===== src/hdl/ple_pkg.sv =====
// ---------------------------------------------------------------------------
// ple_pkg
// Shared codes and controller/datapath command and status words for the
// positional list engine.
// ---------------------------------------------------------------------------
package ple_pkg;

   localparam int CAPACITY_DEFAULT = 16;

   typedef enum logic [2:0] {
      CMD_INS_FIRST = 3'd0,
      CMD_INS_LAST  = 3'd1,
      CMD_INS_AT    = 3'd2,
      CMD_DEL_FIRST = 3'd3,
      CMD_DEL_LAST  = 3'd4,
      CMD_DEL_AT    = 3'd5,
      CMD_SEARCH    = 3'd6,
      CMD_DUMP      = 3'd7
   } cmd_type;

   typedef enum logic [2:0] {
      ST_OK     = 3'd0,
      ST_BADPOS = 3'd1,
      ST_BOUNDS = 3'd2,
      ST_EMPTY  = 3'd3,
      ST_FULL   = 3'd4
   } status_type;

   typedef struct packed {
      logic latch;
      logic load;
      logic rd_en;
      logic commit;
      logic reply;
   } ctl_type;

   typedef struct packed {
      logic scan;
      logic commit;
      logic dump;
      logic last;
   } stat_type;

endpackage


===== src/hdl/ple_ctrl.sv =====
// ---------------------------------------------------------------------------
// ple_ctrl
// Command sequencer: decode, scan of the entry memory, drain of the read
// pipeline, commit of the list update and the single-word reply.
// ---------------------------------------------------------------------------
module ple_ctrl (
   input  logic               clock,
   input  logic               reset,
   input  logic               start,
   output logic               busy,
   input  ple_pkg::stat_type  stat,
   output ple_pkg::ctl_type   ctl
);
   import ple_pkg::*;

   typedef enum logic [5:0] {
      S_IDLE   = 6'b000001,
      S_DECODE = 6'b000010,
      S_SCAN   = 6'b000100,
      S_DRAIN  = 6'b001000,
      S_COMMIT = 6'b010000,
      S_REPLY  = 6'b100000
   } state_type;

   state_type state_ff, state_in;

   always_comb begin
      state_in = state_ff;
      ctl      = '0;
      case (state_ff)
         S_IDLE: begin
            if (start) begin
               ctl.latch = 1'b1;
               state_in  = S_DECODE;
            end
         end
         S_DECODE: begin
            ctl.load = 1'b1;
            if (stat.scan) begin
               state_in = S_SCAN;
            end else if (stat.commit) begin
               state_in = S_COMMIT;
            end else begin
               state_in = S_REPLY;
            end
         end
         S_SCAN: begin
            ctl.rd_en = 1'b1;
            if (stat.last) begin
               state_in = S_DRAIN;
            end
         end
         S_DRAIN: begin
            if (stat.commit) begin
               state_in = S_COMMIT;
            end else if (stat.dump) begin
               state_in = S_IDLE;
            end else begin
               state_in = S_REPLY;
            end
         end
         S_COMMIT: begin
            ctl.commit = 1'b1;
            state_in   = S_REPLY;
         end
         S_REPLY: begin
            ctl.reply = 1'b1;
            state_in  = S_IDLE;
         end
         default: begin
            state_in = S_IDLE;
         end
      endcase
   end

   always_ff @(posedge clock) begin
      if (reset) begin
         state_ff <= S_IDLE;
      end else begin
         state_ff <= state_in;
      end
   end

   assign busy = (state_ff != S_IDLE);

endmodule


===== src/hdl/ple_dpath.sv =====
// ---------------------------------------------------------------------------
// ple_dpath
// Entry memory, fill count, scan pointer, command decode and result
// registers of the positional list engine.
// ---------------------------------------------------------------------------
module ple_dpath #(
   parameter int CAPACITY = ple_pkg::CAPACITY_DEFAULT
) (
   input  logic               clock,
   input  logic               reset,
   input  ple_pkg::ctl_type   ctl,
   output ple_pkg::stat_type  stat,
   input  logic [2:0]         req_cmd,
   input  logic signed [31:0] req_data_value,
   input  logic [7:0]         req_position,
   output logic               rsp_strobe,
   output logic [2:0]         rsp_status,
   output logic               rsp_found,
   output logic signed [31:0] rsp_item_value,
   output logic [4:0]         rsp_entry_count,
   output logic               rsp_last
);
   import ple_pkg::*;

   localparam int IW = (CAPACITY > 1) ? $clog2(CAPACITY) : 1;
   localparam int CW = $clog2(CAPACITY + 1);
   localparam int MW = ((CW > 8) ? CW : 8) + 1;
   localparam int EW = CW + 5;

   cmd_type          cmd_ff;
   logic [31:0]      val_ff;
   logic [7:0]       pos_ff;
   logic [CW-1:0]    fill_ff;
   logic [IW-1:0]    ptr_ff;
   logic [IW-1:0]    end_ff;
   logic [IW-1:0]    idx_ff;
   logic             up_ff;
   status_type       status_ff;
   logic             found_ff;
   logic [31:0]      rd_data_ff;
   logic [IW-1:0]    rd_addr_ff;
   logic             rd_vld_ff;
   logic [31:0]      mem [CAPACITY];

   logic             rsp_strobe_ff;
   logic [2:0]       rsp_status_ff;
   logic             rsp_found_ff;
   logic [31:0]      rsp_item_ff;
   logic [4:0]       rsp_count_ff;
   logic             rsp_last_ff;

   logic [MW-1:0]    fill_x;
   logic [MW-1:0]    pos_x;
   logic [MW-1:0]    idx_x;
   logic [MW-1:0]    start_x;
   logic [MW-1:0]    end_x;
   logic             full;
   logic             empty;
   logic             ins_ok;
   logic             del_ok;
   logic             scan_c;
   logic             up_c;
   status_type       status_c;
   logic             ins_cmd;
   logic             wr_en;
   logic [IW-1:0]    wr_addr;
   logic [31:0]      wr_data;
   logic             emit_dump;
   logic             dump_last;
   logic [EW-1:0]    fill_w;

   assign fill_x = MW'(fill_ff);
   assign pos_x  = MW'(pos_ff);
   assign full   = (fill_x >= MW'(CAPACITY));
   assign empty  = (fill_x == '0);

   always_comb begin
      status_c = ST_OK;
      ins_ok   = 1'b0;
      del_ok   = 1'b0;
      idx_x    = '0;
      scan_c   = 1'b0;
      up_c     = 1'b1;
      start_x  = '0;
      end_x    = '0;
      case (cmd_ff)
         CMD_INS_FIRST: begin
            if (full) status_c = ST_FULL;
            else ins_ok = 1'b1;
         end
         CMD_INS_LAST: begin
            if (full) begin
               status_c = ST_FULL;
            end else begin
               ins_ok = 1'b1;
               idx_x  = fill_x;
            end
         end
         CMD_INS_AT: begin
            if (pos_x == '0) begin
               status_c = ST_BADPOS;
            end else if (full) begin
               status_c = ST_FULL;
            end else if (pos_x > fill_x + MW'(1)) begin
               status_c = ST_BOUNDS;
            end else begin
               ins_ok = 1'b1;
               idx_x  = pos_x - MW'(1);
            end
         end
         CMD_DEL_FIRST: begin
            if (empty) status_c = ST_EMPTY;
            else del_ok = 1'b1;
         end
         CMD_DEL_LAST: begin
            if (empty) begin
               status_c = ST_EMPTY;
            end else begin
               del_ok = 1'b1;
               idx_x  = fill_x - MW'(1);
            end
         end
         CMD_DEL_AT: begin
            if (pos_x == '0) begin
               status_c = ST_BADPOS;
            end else if (empty) begin
               status_c = ST_EMPTY;
            end else if (pos_x > fill_x) begin
               status_c = ST_BOUNDS;
            end else begin
               del_ok = 1'b1;
               idx_x  = pos_x - MW'(1);
            end
         end
         CMD_SEARCH: begin
            if (!empty) begin
               scan_c = 1'b1;
               end_x  = fill_x - MW'(1);
            end
         end
         CMD_DUMP: begin
            if (empty) begin
               status_c = ST_EMPTY;
            end else begin
               scan_c = 1'b1;
               end_x  = fill_x - MW'(1);
            end
         end
         default: begin
            status_c = ST_OK;
         end
      endcase
      if (ins_ok && (idx_x < fill_x)) begin
         scan_c  = 1'b1;
         up_c    = 1'b0;
         start_x = fill_x - MW'(1);
         end_x   = idx_x;
      end
      if (del_ok && ((idx_x + MW'(1)) < fill_x)) begin
         scan_c  = 1'b1;
         up_c    = 1'b1;
         start_x = idx_x + MW'(1);
         end_x   = fill_x - MW'(1);
      end
   end

   assign stat.scan   = scan_c;
   assign stat.commit = ins_ok | del_ok;
   assign stat.dump   = (cmd_ff == CMD_DUMP);
   assign stat.last   = (ptr_ff == end_ff);

   always_ff @(posedge clock) begin
      if (ctl.latch) begin
         cmd_ff <= cmd_type'(req_cmd);
         val_ff <= req_data_value;
         pos_ff <= req_position;
      end
      if (ctl.load) begin
         ptr_ff    <= IW'(start_x);
         end_ff    <= IW'(end_x);
         idx_ff    <= IW'(idx_x);
         up_ff     <= up_c;
         status_ff <= status_c;
         found_ff  <= 1'b0;
      end else if (ctl.rd_en) begin
         ptr_ff <= up_ff ? ptr_ff + IW'(1) : ptr_ff - IW'(1);
      end
      if (rd_vld_ff && (cmd_ff == CMD_SEARCH) && (rd_data_ff == val_ff)) begin
         found_ff <= 1'b1;
      end
   end

   assign ins_cmd = (cmd_ff == CMD_INS_FIRST) || (cmd_ff == CMD_INS_LAST) ||
                    (cmd_ff == CMD_INS_AT);

   always_comb begin
      wr_en   = 1'b0;
      wr_addr = rd_addr_ff;
      wr_data = rd_data_ff;
      if (ctl.commit) begin
         wr_en   = ins_cmd;
         wr_addr = idx_ff;
         wr_data = val_ff;
      end else if (rd_vld_ff && (cmd_ff != CMD_SEARCH) && (cmd_ff != CMD_DUMP)) begin
         wr_en   = 1'b1;
         wr_addr = ins_cmd ? rd_addr_ff + IW'(1) : rd_addr_ff - IW'(1);
      end
   end

   always_ff @(posedge clock) begin
      if (ctl.rd_en) begin
         rd_data_ff <= mem[ptr_ff];
         rd_addr_ff <= ptr_ff;
      end
      if (wr_en) begin
         mem[wr_addr] <= wr_data;
      end
   end

   always_ff @(posedge clock) begin
      if (reset) begin
         fill_ff       <= '0;
         rd_vld_ff     <= 1'b0;
         rsp_strobe_ff <= 1'b0;
      end else begin
         rd_vld_ff     <= ctl.rd_en;
         rsp_strobe_ff <= ctl.reply | emit_dump;
         if (ctl.commit) begin
            fill_ff <= ins_cmd ? fill_ff + CW'(1) : fill_ff - CW'(1);
         end
      end
   end

   assign emit_dump = rd_vld_ff && (cmd_ff == CMD_DUMP);
   assign dump_last = (CW'(rd_addr_ff) == (fill_ff - CW'(1)));
   assign fill_w    = EW'(fill_ff);

   always_ff @(posedge clock) begin
      rsp_count_ff <= fill_w[4:0];
      if (emit_dump) begin
         rsp_status_ff <= ST_OK;
         rsp_found_ff  <= 1'b0;
         rsp_item_ff   <= rd_data_ff;
         rsp_last_ff   <= dump_last;
      end else begin
         rsp_status_ff <= status_ff;
         rsp_found_ff  <= found_ff;
         rsp_item_ff   <= '0;
         rsp_last_ff   <= 1'b1;
      end
   end

   assign rsp_strobe      = rsp_strobe_ff;
   assign rsp_status      = rsp_status_ff;
   assign rsp_found       = rsp_found_ff;
   assign rsp_item_value  = rsp_item_ff;
   assign rsp_entry_count = rsp_count_ff;
   assign rsp_last        = rsp_last_ff;

   a_fill_bound: assert property (@(posedge clock) disable iff (reset)
      fill_ff <= CW'(CAPACITY))
      else $error("fill count above capacity");

   a_commit_no_shift: assert property (@(posedge clock) disable iff (reset)
      ctl.commit |-> !rd_vld_ff)
      else $error("commit overlaps a shift write");

   a_reply_no_dump: assert property (@(posedge clock) disable iff (reset)
      ctl.reply |-> !emit_dump)
      else $error("reply collides with a dump word");

   a_read_follows_enable: assert property (@(posedge clock) disable iff (reset)
      rd_vld_ff |-> $past(ctl.rd_en))
      else $error("read data valid without a read");

endmodule


===== src/hdl/positional_list_engine_top.sv =====
// ---------------------------------------------------------------------------
// positional_list_engine_top
// Bounded ordered list of signed 32-bit words with positional insert and
// delete, search and dump.
//
// A command word is taken at a clock edge with start high and busy low.
// busy stays high until the command is finished. Results appear on the rsp_
// ports for one cycle, marked by rsp_strobe; the receiver cannot stall and
// the block never waits on it. Every command gives one word with rsp_last
// set, except dump, which gives one word per entry in order (one word per
// cycle) with rsp_last on the final one, or a single empty word.
// Accepted inserts and deletes scan the k entries that move; search and
// dump scan all n entries of the list. Refused commands, commands that move
// nothing and commands on an empty list skip the scan. The scan of the entry
// memory reads one entry per cycle through a registered read. The result word
// is registered and follows in the cycle after the cycle that produces it.
// Reset clears the fill count and the sequencer; the entry memory is not
// cleared, and entries past the fill count are never read.
// ---------------------------------------------------------------------------
module positional_list_engine_top #(
   parameter int CAPACITY = ple_pkg::CAPACITY_DEFAULT
) (
   input  logic               clock,
   input  logic               reset,
   input  logic               start,
   output logic               busy,
   input  logic [2:0]         req_cmd,
   input  logic signed [31:0] req_data_value,
   input  logic [7:0]         req_position,
   output logic               rsp_strobe,
   output logic [2:0]         rsp_status,
   output logic               rsp_found,
   output logic signed [31:0] rsp_item_value,
   output logic [4:0]         rsp_entry_count,
   output logic               rsp_last
);
   import ple_pkg::*;

   ctl_type  ctl;
   stat_type stat;

   ple_ctrl u_ctrl (
      .clock (clock),
      .reset (reset),
      .start (start),
      .busy  (busy),
      .stat  (stat),
      .ctl   (ctl)
   );

   ple_dpath #(
      .CAPACITY (CAPACITY)
   ) u_dpath (
      .clock           (clock),
      .reset           (reset),
      .ctl             (ctl),
      .stat            (stat),
      .req_cmd         (req_cmd),
      .req_data_value  (req_data_value),
      .req_position    (req_position),
      .rsp_strobe      (rsp_strobe),
      .rsp_status      (rsp_status),
      .rsp_found       (rsp_found),
      .rsp_item_value  (rsp_item_value),
      .rsp_entry_count (rsp_entry_count),
      .rsp_last        (rsp_last)
   );

endmodule

===== config.mk =====
export PLATFORM = sky130hd
export DESIGN_NAME = positional_list_engine_top
export DESIGN_NICKNAME = d
export VERILOG_FILES = /design/src/hdl/ple_pkg.sv /design/src/hdl/ple_ctrl.sv /design/src/hdl/ple_dpath.sv /design/src/hdl/positional_list_engine_top.sv
export SDC_FILE = /design/constraint.sdc
export NUM_CORES = 1
export LEC_CHECK = 0
export ABC_AREA = 1
export BUFFER_PORTS_ARGS = -buffer_cell sky130_fd_sc_hd__buf_2
export CORE_MARGIN = 2
export CORE_UTILIZATION = 32
export DETAILED_ROUTE_END_ITERATION = 7
export PLACE_DENSITY_LB_ADDON = 0.15
export REMOVE_ABC_BUFFERS = 1
export SKIP_CTS_REPAIR_TIMING = 1
export SYNTH_ARGS = -nofsm -noshare
export SYNTH_HDL_FRONTEND = slang
export SYNTH_SLANG_ARGS = --single-unit

===== constraint.sdc =====
create_clock -name clock -period 5.1 [get_ports clock]
set_input_delay 0.765 -clock clock [delete_from_list [all_inputs] [get_ports clock]]
set_output_delay 0.765 -clock clock [all_outputs]
set_load 0.1 [all_outputs]

Word-level counts from Yosys, hierarchy flattened

Memory sizes are Yosys's and may differ from the RTL's. A register that Yosys moved wholly into a read port is not among the register bits.
Index checks and enable logic that the tools add are counted.

Flip-flop bits (word level): 119
Latch bits: 0
Bits in writable memories: 512
Bits in read-only memories: 0
Output and inout bits: 44
Logic and storage cells: 138
Memories kept: 1

$add $sub $neg: 10
Multiply operators: 0
Div/mod/pow operators: 0
Order comparisons: 5
Equality and inequality tests: 21
Shift-type cells: 0
Muxes and demuxes: 62
Bitwise gates (word level): 2
Reductions and logical operators: 18

Memories:

| name        | words | bits a word | rd ports | clocked after memory_dff | write ports | line            | text |
|---|---|---|---|---|---|---|---|
| u_dpath.mem | 16    | 32          | 1        | 1                        | 1           | ple_dpath.sv:43 | `logic [31:0] mem [CAPACITY];` |

Operators by type and width:

| operator              | number |
|---|---|
| $mux W9               | 7 |
| $mux W4               | 11 |
| $mux W6               | 6 |
| $pmux W9 S4           | 1 |
| $eq A32 B32 Y1        | 1 |
| $mux W32              | 1 |
| $pmux W6 S5           | 1 |
| $mux W1               | 22 |
| $logic_not A9 Y1      | 2 |
| $lt A9 B5 Y1          | 2 |
| $mux W3               | 5 |
| $eq A3 B3 Y1 const B  | 4 |
| $pmux W3 S4           | 1 |
| $mux W5               | 2 |
| $add A9 B1 Y9 const B | 1 |
| $gt A8 B9 Y1          | 1 |
| $sub A8 B1 Y9 const B | 1 |
| $add A4 B1 Y4 const B | 2 |
| $gt A8 B5 Y1          | 1 |
| $sub A4 B1 Y4 const B | 2 |
| $logic_and A1 B1 Y1   | 7 |
| $add A5 B1 Y6 const B | 1 |
| $eq A3 B2 Y1 const B  | 2 |
| $eq A6 B1 Y1 const B  | 1 |
| 24 further kinds      | 33 |

Depth between registers and ports, before layout

Gate-level depths: netlist of the first run.

Depth after elaboration: 12
Depth in mapped cells: 31

Hierarchy

Synthesis of the first run repeated with hierarchy kept, for this count alone.

Cell total of the unflattened synthesis: 2015
Area total of the unflattened synthesis: 27000.9 sq um

By module, submodules not included:

| module    | instances | cells an instance | area an instance (sq um) |
|---|---|---|---|
| ple_dpath | 1         | 1956              | 26604.3 |
| ple_ctrl  | 1         | 59                | 396.6 |

Least setup slack after synthesis of the first run

No wires, ideal clock.

Kind: flip-flop to flip-flop
Start point: reg u_ctrl.state_ff[5]
End point: reg u_ctrl.state_ff[4]
Library setup time: 0.128 ns
Arrival: 5.170 ns
Slack: -0.198 ns
Stages on the path, launching flop included: 11
Buffers on the path: 0
Clock period less this slack: 5.298 ns
Cells stage by stage: dfxtp_1 > nor2_1 > inv_1 > nor4_1 > inv_1 > a21oi_1 > nor2_1 > o21ai_0 > nor2_1 > nand2_1 > nor2_1

Word-level cells in the longest chain between the ends: 3
Elaborated cells between the ends (all ways): 9

Ends and longest elaborated chain:

| what                                                | line           | text |
|---|---|---|
| start, declared                                     | ple_ctrl.sv:25 | `state_type state_ff, state_in;` |
| start signal, assigned                              | ple_ctrl.sv:80 | `state_ff <= state_in;` |
| $eq A6 B3 Y1 / $eq A6 B1 Y1 (equally long branches) | ple_ctrl.sv:30 | `case (state_ff)` |
| $ne A2 B2 Y1 (no source line)                       | n/a            |  |
| $reduce_and A2 Y1 (no source line)                  | n/a            |  |

Parallel ways exist; a longest one is shown, timed or not.
A chain may end at the register's enable or synchronous reset.

Final worst setup path of the first run

Start point: reg u_dpath.fill_ff[0]
End point: reg u_dpath.ptr_ff[1] (data pin)

Word-level cells in the longest chain between the ends: 11
Elaborated cells between the ends (all ways): 33

Ends and longest elaborated chain:

| what                                                       | line                               | text |
|---|---|---|
| start, declared                                            | ple_dpath.sv:33                    | `logic [CW-1:0] fill_ff;` |
| start signal, assigned                                     | ple_dpath.sv:229                   | `fill_ff <= ins_cmd ? fill_ff + CW'(1) : fill_ff - CW'(1);` |
| $add A5 B1 Y6                                              | ple_dpath.sv:104                   | `end else if (pos_x > fill_x + MW'(1)) begin` |
| $gt A8 B9 Y1                                               | ple_dpath.sv:104                   |  |
| $mux W9                                                    | ple_dpath.sv:104                   |  |
| $mux W9                                                    | ple_dpath.sv:102                   | `end else if (full) begin` |
| $mux W9                                                    | ple_dpath.sv:100                   | `if (pos_x == '0) begin` |
| $pmux W9 S4 (*)                                            | ple_dpath.sv:86                    | `case (cmd_ff)` |
| named net u_dpath.idx_x[0]                                 | ple_dpath.sv:54                    | `logic [MW-1:0] idx_x;` |
| $add A9 B1 Y9 / $lt A9 B5 Y1 (equally long branches)       | ple_dpath.sv:159, ple_dpath.sv:153 |  |
| $lt A9 B5 Y1 / $logic_and A1 B1 Y1 (equally long branches) | ple_dpath.sv:159, ple_dpath.sv:153 |  |
| $logic_and A1 B1 Y1 / $mux W4 (equally long branches)      | ple_dpath.sv:159, ple_dpath.sv:153 |  |
| $mux W4 (*)                                                | ple_dpath.sv:159                   | `if (del_ok && ((idx_x + MW'(1)) < fill_x)) begin` |
| $mux W4 (*)                                                | ple_dpath.sv:178                   | `if (ctl.load) begin` |
| end signal, assigned                                       | ple_dpath.sv:179                   | `ptr_ff <= IW'(start_x);` |
| end signal, assigned                                       | ple_dpath.sv:186                   | `ptr_ff <= up_ff ? ptr_ff + IW'(1) : ptr_ff - IW'(1);` |
| end, declared                                              | ple_dpath.sv:34                    | `logic [IW-1:0] ptr_ff;` |

Mark *: on every way through the listed nets, which the timed path passes. The rest lies on a longest branch.

==> key figures, run 1 <==
Critical path
  • Critical Path RT: between 5000 and 6000 ps
  • Worst setup EP type: register
  • CP Data Arrival Time: 4850 ps
  • Critical path launch point type: register
  • Crit Path Class: reg2reg
  • Max stage delay cell, worst path: nor3_1
  • CP peak stage delay: around 350 ps
  • CP max FO: 9
  • Most frequent CP cell: nand2_1

Synthesis
  • Number of synthesized register bits: roughly 660
  • Yosys warns: 0
  • Synth Area in Adders: 0.01316
  • Synth Area in XOR/XNOR: 0.01209
  • Seq/Total Area, Yosys: 0.7218
  • Largest family of logic cells by synthesized area: compound AO/OA/AOI/OAI gates
  • Post-synthesis simple-gate area fraction: 0.09004
  • Main synth FF type: edfxtp_1
  • Post-synthesis mux area share: 0.03361
  • Synth Instances: around 2.0k
  • Post-synth top cells: 607 x edfxtp_1, 308 x nor2_1, 203 x o21ai_0, 158 x nand2_1, 100 x inv_1
  • Count leader, synth: edfxtp_1
  • Synth Area in Compound Gates: 0.09691
  • Synth top area cells: edfxtp_1 68%, nor2_1 4.3%, dfxtp_1 4.2%
  • Mapped Avg Cell Area: around 13 um2
  • Ys async rst share: 0
  • Netlist cell types: 47
  • Synth top area share: 0.6800
  • EDFF count, synth: slightly above 600
  • Synth area leader: edfxtp_1
  • Synthesized area: approximately 27000 um2

Cells and area
  • Final nets: 2218
  • Proportion of layout cells with a drive suffix above 1: 0.1396
  • Syn-to-layout area delta: 16.73%
  • Layout Cells excl Fill: between 3k and 4k
  • Layout Utilization: 0.3757
  • Design Area, Final: between 30000 and 40000 um2
  • Antenna cells: 0

STA
  • Tcrit/Tclk final: 0.8834
  • RSZ-0062 raised after global routing: no
  • Post-layout minimum cycle time: 4505 ps
  • Post-Route Skew: 26.35 ps
  • Relative slew slack: 0.2417
  • Fmax: around 220 MHz
  • Hold Fails Final Rpt: 0
  • Worst Tran Pin Value: ~1100 ps
  • Final Max Tran Viols: 0
  • Min Hold Slack: approximately 320 ps
  • Setup violators final: 0

Die
  • # IOs: 90
  • Die W: approximately 290 um
  • # rows: around 110
  • Die area: approximately 86000 um2
  • Initial core utilization: 0.3218
  • Core area: 83290 um2
  • DIE HEIGHT: roughly 300 um

Worst hold path
  • Hold/Removal Path Class: in2reg

Place
  • Post-DP Area: between 20000 and 30000 um2
  • Placed Cells incl. Taps: 3147
  • RD Place Congestion: approximately 0.8
  • Post-DP HPWL: roughly 42000 um
  • Buffers on Ports: roughly 90

Drt
  • Routed WL per cell: about 23 um
  • DRC violations left: 0
  • Final ANT Viol Nets: 0
  • DR iter-0 viols: around 1.4k
  • DRT Pass-1 Iters: 7
  • Total number of vias: approximately 17k
  • Routed Wire Length: between 70000 and 80000 um
  • Post-DR vias/cell: roughly 5

Pwr
  • Pwr dens: roughly 370 nW/um2
  • Worst IR Drop VDD: between 0.2 and 0.25 mV
  • Int Pwr: around 9 mW
  • Sequential Power Share: 0.514
  • Sw Ratio: 0.2121
  • Total power: roughly 12 mW
  • Leakage Power: between 10 and 15 nW
  • Clock share of power: 0.457
  • Combinational Power Share: 0.029
  • Switching power: 2.451 mW

Global routing
  • GRT Util Overall: 0.1733
  • Vias in the first global route: ~16k
  • Initial antenna violation count: 1
  • GR Overflow Total: 0
  • First-pass GRT wire length: 109800 um
  • Largest net degree at the start of global routing: 169

Clocking
  • H-Tree Depth: 3
  • Root Buffer: clkbuf_16
  • Clk slew on worst S/H paths: approximately 60 ps
  • CTS tree: built
  • CTS Sinks: between 600 and 700
  • Worst-case clock buffer depth: 3
  • CTS Buf Count: 76
  • Clk_lat worst skew: approximately 620 ps

Flow run
  • Max_cap viols: 0

Status
  • Status: finished clean
## path summary, 6_finish.rpt
kind,startpoint,endpoint,slack [ps],depth (start not counted)
worst max-delay path,u_dpath.fill_ff[0],u_dpath.ptr_ff[1],590,27
worst min-delay path,req_data_value[28],u_dpath.val_ff[28],320,1
worst max register to register,u_dpath.fill_ff[0],u_dpath.ptr_ff[1],590,27
worst min register to register,u_dpath.fill_ff[1],u_dpath.rsp_entry_count[1],390,0
## layout make-up
type	count	area, um2
clock buffer	112	2202
clock inverter	27	221.5
fill	7955	52000
inverter	115	440.4
multi-input combinational	1143	6728
sequential	663	19350
tap	1080	1351
timing repair buffer	146	998.5
## power by group through the flow
stage | registers (mW) | clock network (mW) | logic [mW]
4_1_cts | 5.94 | 5.42 | 0.338
6_report | 5.94 | 5.28 | 0.332
2_1_floorplan | 6.08 | 0 | 0.177
3_3_place_gp | 6.06 | 0 | 0.335
5_1_grt | 5.94 | 5.64 | 0.368
3_5_place_dp | 6.06 | 0 | 0.336
## per-stage QoR
step / TNS [ps] / setup WS, ps
CTS: 0 / 599.6
global route: 0 / 77.39
floorplan: -1512890 / -6145
global placement: 0 / 715.4
finish: 0 / 594.6
detailed placement: 0 / 641.2
## worst max-delay path, delay by kind of cell, from the launching register on
family	cells	cell delay (ps)
xor+xnor	2	480
flops	1	330
compound gates	6	910
buf+inv	3	350
fa+ha+maj	3	780
simple gates	13	1390
## kinds of logic after synthesis
family                     after synthesis
adders and majority gates               27
AOI/OAI and AO/OA                      405
DFF                                    663
muxes                                   90
xor gates and xnor gates                37
buffers and inverters                  227
and+or+nand+nor                        584
## layer usage
metal  wire, um  global-route usage  vias up
met5          0                   0        -
met1      34460              0.2431     8327
met4       1867             0.05625        0
met3       3970             0.02753      103
met2      34760              0.2746      489
li1           -                   -     7755
## flip-flops by register name, indices dropped and copies added, names as in the netlist, 3 cells and up
| name | cells |
|---|---|
| u_dpath.mem | 512 |
| u_dpath.rd_data_ff | 32 |
| u_dpath.rsp_item_value | 32 |
| u_dpath.val_ff | 32 |
| u_dpath.pos_ff | 8 |
| u_ctrl.state_ff | 6 |
| u_dpath.fill_ff | 5 |
| u_dpath.rsp_entry_count | 5 |
| u_dpath.end_ff | 4 |
| u_dpath.idx_ff | 4 |
| u_dpath.ptr_ff | 4 |
| u_dpath.rd_addr_ff | 4 |
| u_dpath.cmd_ff | 3 |
| u_dpath.rsp_status | 3 |
| u_dpath.status_ff | 3 |
## placed cells by master (no fill, tap or decap), types with 27 or more instances in the layout
cell type,count
buf_2,89
buf_4,47
clkbuf_16,80
dfxtp_1,56
edfxtp_1,607
inv_1,98
mux2i_1,90
nand2_1,158
nand3_1,58
nor2_1,291
o211ai_1,27
o21ai_0,191
o221ai_1,90
xor2_1,28
Note: power is estimated with default switching activity, not from simulation.
==> inputs of run 2 (changes only) <==
--- a/config.mk
+++ b/config.mk
@@ -9,6 +9,7 @@
 export BUFFER_PORTS_ARGS = -buffer_cell sky130_fd_sc_hd__buf_2
 export CORE_MARGIN = 2
 export CORE_UTILIZATION = 32
+export CTS_CLUSTER_SIZE = 24
 export DETAILED_ROUTE_END_ITERATION = 7
 export PLACE_DENSITY_LB_ADDON = 0.15
 export REMOVE_ABC_BUFFERS = 1
==> constraint.sdc (replaced) <==
create_clock -name clock -period 4.6 [get_ports clock]
set_input_delay 0.69 -clock clock [delete_from_list [all_inputs] [get_ports clock]]
set_output_delay 0.69 -clock clock [all_outputs]
set_load 0.1 [all_outputs]
==> run 2 against run 1 <==
  * Non-clock buffer count rose by 31
  * Sequential power grew 11%
  * First-iteration DRC count shrank 8.9%
  * Worst setup slack worse by 120 ps
  * Critical path depth up 1
  * Via count grew 1.3%
  * Wire length grew 3.2%
  * Clock-buffer cell count decreased by 6
==> key figures, run 2 (synthesis results as in run 1) <==
Clocking
  • Clk slew on worst S/H paths: 60 ps
  • Root Buffer: clkbuf_16
  • CTS Sinks: 663
  • CTS Buf Count: between 70 and 80
  • Worst-case clock buffer depth: 3
  • H-Tree Depth: 3
  • CTS tree: built
  • Clk_lat worst skew: 620 ps

STA
  • Tcrit/Tclk final: 0.8977
  • RSZ-0062 raised after global routing: no
  • Relative slew slack: 0.2741
  • Post-Route Skew: between 20 and 25 ps
  • Final Max Tran Viols: 0
  • Worst Tran Pin Value: ~1100 ps
  • Setup tns final: 0 ps
  • Setup violators final: 0
  • Fmax: roughly 240 MHz
  • Hold Fails Final Rpt: 0
  • Post-layout minimum cycle time: about 4100 ps
  • Min Hold Slack: 240.9 ps

Die
  • Initial core utilization: 0.3218
  • Die area: around 86000 um2
  • # rows: roughly 110
  • DIE HEIGHT: between 200 and 300 um
  • Die W: slightly below 300 um
  • Core area: around 83000 um2
  • # IOs: 90

Critical path
  • FF-to-FF setup slack: 470 ps
  • Worst setup EP type: register
  • Top Family by Delay on Critical Path: adder cells
  • Reg-to-reg startpoint: u_dpath.fill_ff[0]
  • Buf/Inv on CP: 5
  • CP max FO: 9
  • Max stage delay cell, worst path: dfxtp_1
  • Critical path launch point type: register
  • Most frequent CP cell: nand2_1
  • FF-to-FF path depth: 28
  • Critical Path RT: 4960 ps
  • CP peak stage delay: 330 ps
  • R2R Path End: u_dpath.ptr_ff[1]
  • Cell count along the critical path: 28
  • CP Data Arrival Time: around 4500 ps
  • Crit Path Class: reg2reg

Place
  • Buffers on Ports: between 80 and 90
  • RD Place Congestion: between 0.7 and 0.8
  • Post-DP HPWL: around 43000 um

Status
  • Status: finished clean

Worst hold path
  • Hold/Removal Path Class: in2reg
  • WHS Path Cells: 1
  • Worst hold endpoint: u_dpath.val_ff[12]
  • Hold_sp: req_data_value[12]

Drt
  • Routed Wire Length: 77420 um
  • Routed WL per cell: 23.34 um
  • Final ANT Viol Nets: 0
  • DR iter-0 viols: approximately 1.3k
  • Post-DR vias/cell: approximately 5.1
  • DRC violations left: 0
  • Total number of vias: 16.90k
  • DRT Pass-1 Iters: 5

Global routing
  • GR Overflow Total: 0
  • First-pass GRT wire length: 112600 um
  • GRT Util Overall: 0.1788
  • Initial antenna violation count: 0
  • Largest net degree at the start of global routing: about 160
  • Vias in the first global route: 16.57k

Pwr
  • Pwr dens: ~400 nW/um2
  • Combinational Power Share: 0.029
  • Sequential Power Share: 0.512
  • Clock share of power: 0.459
  • Worst IR Drop VDD: between 0.2 and 0.25 mV
  • Switching power: 2.727 mW
  • Sw Ratio: 0.2121
  • Leakage Power: 11.05 nW
  • Int Pwr: approximately 10 mW

Cells and area
  • Final nets: 2249
  • Proportion of layout cells with a drive suffix above 1: 0.1485
  • Most common cell after layout, fill and taps aside: edfxtp_1
  • Syn-to-layout area delta: 17.74%
  • Layout Utilization: 0.3789
  • Commonest cells after routing, fill and taps aside: 607 x edfxtp_1, 291 x nor2_1, 201 x o21ai_0
  • Top reg by flops: u_dpath.mem
  • Number of flip-flops in the largest register: just over 500

Flow run
  • Max_cap viols: 0
[run 2: worst max path at each step]
stage,from,slack [ps],to
2_1_floorplan,u_dpath.ptr_ff[0],-6650,u_dpath.rd_data_ff[11]
3_3_place_gp,u_dpath.fill_ff[2],380,u_dpath.ptr_ff[1]
3_5_place_dp,u_dpath.fill_ff[2],430,u_dpath.ptr_ff[1]
4_1_cts,u_dpath.fill_ff[2],380,u_dpath.ptr_ff[1]
5_1_grt,u_dpath.fill_ff[0],80,u_dpath.ptr_ff[1]
6_report,u_dpath.fill_ff[0],470,u_dpath.ptr_ff[1]
[run 2: power groups by stage]
| stage | registers (mW) | logic (mW) | clock network [mW] |
|---|---|---|---|
| after floorplan | 6.74 | 0.196 | 0 |
| after global placement | 6.72 | 0.375 | 0 |
| after detailed placement | 6.72 | 0.376 | 0 |
| after CTS | 6.59 | 0.378 | 6.04 |
| after global routing | 6.59 | 0.408 | 6.28 |
| final | 6.59 | 0.371 | 5.90 |
[run 2: through the flow]
stage,instances,power [mW],cell area [um2],setup WS [ps]
floorplan,1921,6.939,26370,-6645
global placement,3178,7.091,29120,380.4
detailed placement,3178,7.092,29120,432.5
CTS,3316,13.01,31550,377.1
global route,3316,13.28,31560,82.89
finish,3317,12.86,31560,470.7
[run 2: cell type report]
| type | count | area (um2) |
|---|---|---|
| clock inverter | 32 | 290.3 |
| tap | 1080 | 1351 |
| timing repair buffer | 177 | 1256 |
| inverter | 115 | 440.4 |
| antenna | 1 | 2.502 |
| sequential | 663 | 19350 |
| fill | 7933 | 51730 |
| clock buffer | 106 | 2138 |
| multi-input combinational | 1143 | 6733 |
[run 2: layer usage]
layer | global-route usage | part of all wire | wire, um
met5 | 0 | 0 | 0
met4 | 0.05463 | 0.022 | 1700
met3 | 0.02655 | 0.050 | 3851
met2 | 0.2910 | 0.47 | 36580
met1 | 0.2469 | 0.46 | 35290
==> inputs of run 3 (changes only) <==
--- a/config.mk
+++ b/config.mk
@@ -12,6 +12,7 @@
 export CTS_CLUSTER_SIZE = 24
 export DETAILED_ROUTE_END_ITERATION = 7
 export PLACE_DENSITY_LB_ADDON = 0.15
+export RECOVER_POWER = 50
 export REMOVE_ABC_BUFFERS = 1
 export SKIP_CTS_REPAIR_TIMING = 1
 export SYNTH_ARGS = -nofsm -noshare
==> run 3 against run 2 <==
  * The flow now finishes with violations (capacitance limit, slew limit)
  * Worst setup slack gained 4.7 ps
  * Combinational power fell by 1%
  * Design area decreased by 0.73%
  * Core utilization down 0.27 points
  * Clock skew rose by 0.54 ps
  * Non-clock buffer count is the same
  * Largest cell class unchanged
  * Largest power group unchanged
==> key figures, run 3 (synthesis results as in run 1) <==
STA
  • Setup violators final: 0
  • Post-Route Skew: between 20 and 25 ps
  • Fmax: between 200 and 250 MHz
  • Setup tns final: 0 ps
  • Min Hold Slack: between 200 and 250 ps
  • Final Max Tran Viols: between 200 and 300
  • Worst setup margin: approximately 480 ps
  • Hold Fails Final Rpt: 0
  • Tcrit/Tclk final: 0.8966
  • Relative slew slack: -1.230
  • Worst Tran Pin Value: ~3300 ps
  • RSZ-0062 raised after global routing: no
  • Post-layout minimum cycle time: between 4000 and 5000 ps

Global routing
  • Largest net degree at the start of global routing: roughly 160
  • Initial antenna violation count: 0
  • First-pass GRT wire length: approximately 110000 um
  • GR Overflow Total: 0
  • GRT Util Overall: 0.1788
  • Vias in the first global route: between 15k and 20k

Place
  • Post-DP HPWL: 43360 um
  • Buffers on Ports: roughly 90
  • Setup slack at placement: 432.5 ps
  • RD Place Congestion: 0.7997

Drt
  • DR iter-0 viols: between 1k and 1.5k
  • Routed WL per cell: around 23 um
  • Routed Wire Length: 77290 um
  • Final ANT Viol Nets: 0
  • DRC violations left: 0
  • DRT Pass-1 Iters: 7
  • Total number of vias: 16.83k
  • Post-DR vias/cell: between 5 and 6

Status
  • Status: finished, violations left
  • Failing checks: capacitance limit, slew limit

Critical path
  • CP max FO: 9
  • CP peak stage delay: ~330 ps
  • Max stage delay cell, worst path: dfxtp_1
  • Worst setup EP type: register
  • Most frequent CP cell: nand2_1
  • Critical Path Start: u_dpath.fill_ff[0]
  • Reg-to-reg startpoint: u_dpath.fill_ff[0]
  • Crit Path Class: reg2reg
  • CP Data Arrival Time: between 4000 and 5000 ps
  • Critical Path RT: 4960 ps
  • Critical path launch point type: register

Die
  • Die area: between 80000 and 90000 um2
  • # IOs: 90
  • Initial core utilization: 0.3218
  • Core area: 83290 um2
  • DIE HEIGHT: ~290 um
  • # rows: between 100 and 150
  • Die W: between 200 and 300 um

Pwr
  • Total power: about 13 mW
  • Worst IR Drop VDD: between 0.2 and 0.25 mV
  • Pwr dens: 409.9 nW/um2
  • Leakage Power: ~11 nW

Clocking
  • CTS Buf Count: 76
  • CTS tree: built
  • CTS Sinks: 663
  • Clk slew on worst S/H paths: roughly 60 ps
  • Root Buffer: clkbuf_16
  • Clk_lat worst skew: 620 ps
  • H-Tree Depth: 3
  • Worst-case clock buffer depth: 3

Flow run
  • Max_cap viols: 7

Cells and area
  • Proportion of layout cells with a drive suffix above 1: 0.1096
  • Commonest cells after routing, fill and taps aside: 607 x edfxtp_1, 293 x nor2_1, 202 x o21ai_0
  • Number of flip-flops in the largest register: 512
  • Layout Utilization: 0.3762
  • Syn-to-layout area delta: 16.89%
  • Final nets: about 2.2k
  • Most common cell after layout, fill and taps aside: edfxtp_1
  • Top reg by flops: u_dpath.mem

Worst hold path
  • Hold/Removal Path Class: in2reg
  • Hold_sp: req_data_value[12]
## run 3: layout make-up
type,instances,area [um2]
clock buffers,106,2138
flip-flops and latches,663,19350
well taps,1080,1351
repair buffers,177,1054
diodes,1,2.502
fillers,7988,51960
inverters,115,440.4
clock inverters,32,290.3
multi-input cells,1143,6706
## run 3: worst paths after layout
| kind | to | slack, ps | cells past startpoint |
|---|---|---|---|
| max reg2reg | u_dpath.ptr_ff[1] | 480 | 28 |
| max | u_dpath.ptr_ff[1] | 480 | 28 |
| min reg2reg | u_dpath.rsp_entry_count[1] | 390 | 0 |
| min | u_dpath.val_ff[12] | 240 | 1 |
## run 3: per-stage QoR
stage | area [um2] | instances
3_5_place_dp | 29120 | 3178
6_report | 31330 | 3317
4_1_cts | 31550 | 3316
2_1_floorplan | 26370 | 1921
3_3_place_gp | 29120 | 3178
5_1_grt | 31330 | 3316
## run 3: routing by layer
metal	routed length [um]	GRT usage
met1	35570	0.2469
met2	36560	0.2910
met3	3472	0.02655
met4	1688	0.05463
met5	0	0
## run 3: worst max-delay path: cells and delay by family (launching register included)
family	cells	cell delay [ps]
XOR/XNOR	1	200
buffers and inverters	5	470
flip-flops	1	330
AO/OA/AOI/OAI	5	730
adder cells (fa/ha/maj)	4	1080
AND/OR/NAND/NOR	13	1040
## run 3: power breakdown
group,total (mW),leakage (nW),internal (mW),switching [mW]
registers,6.59,5.93,6.55,0.0427
logic,0.366,3.61,0.104,0.261
clock network,5.88,1.18,3.48,2.41
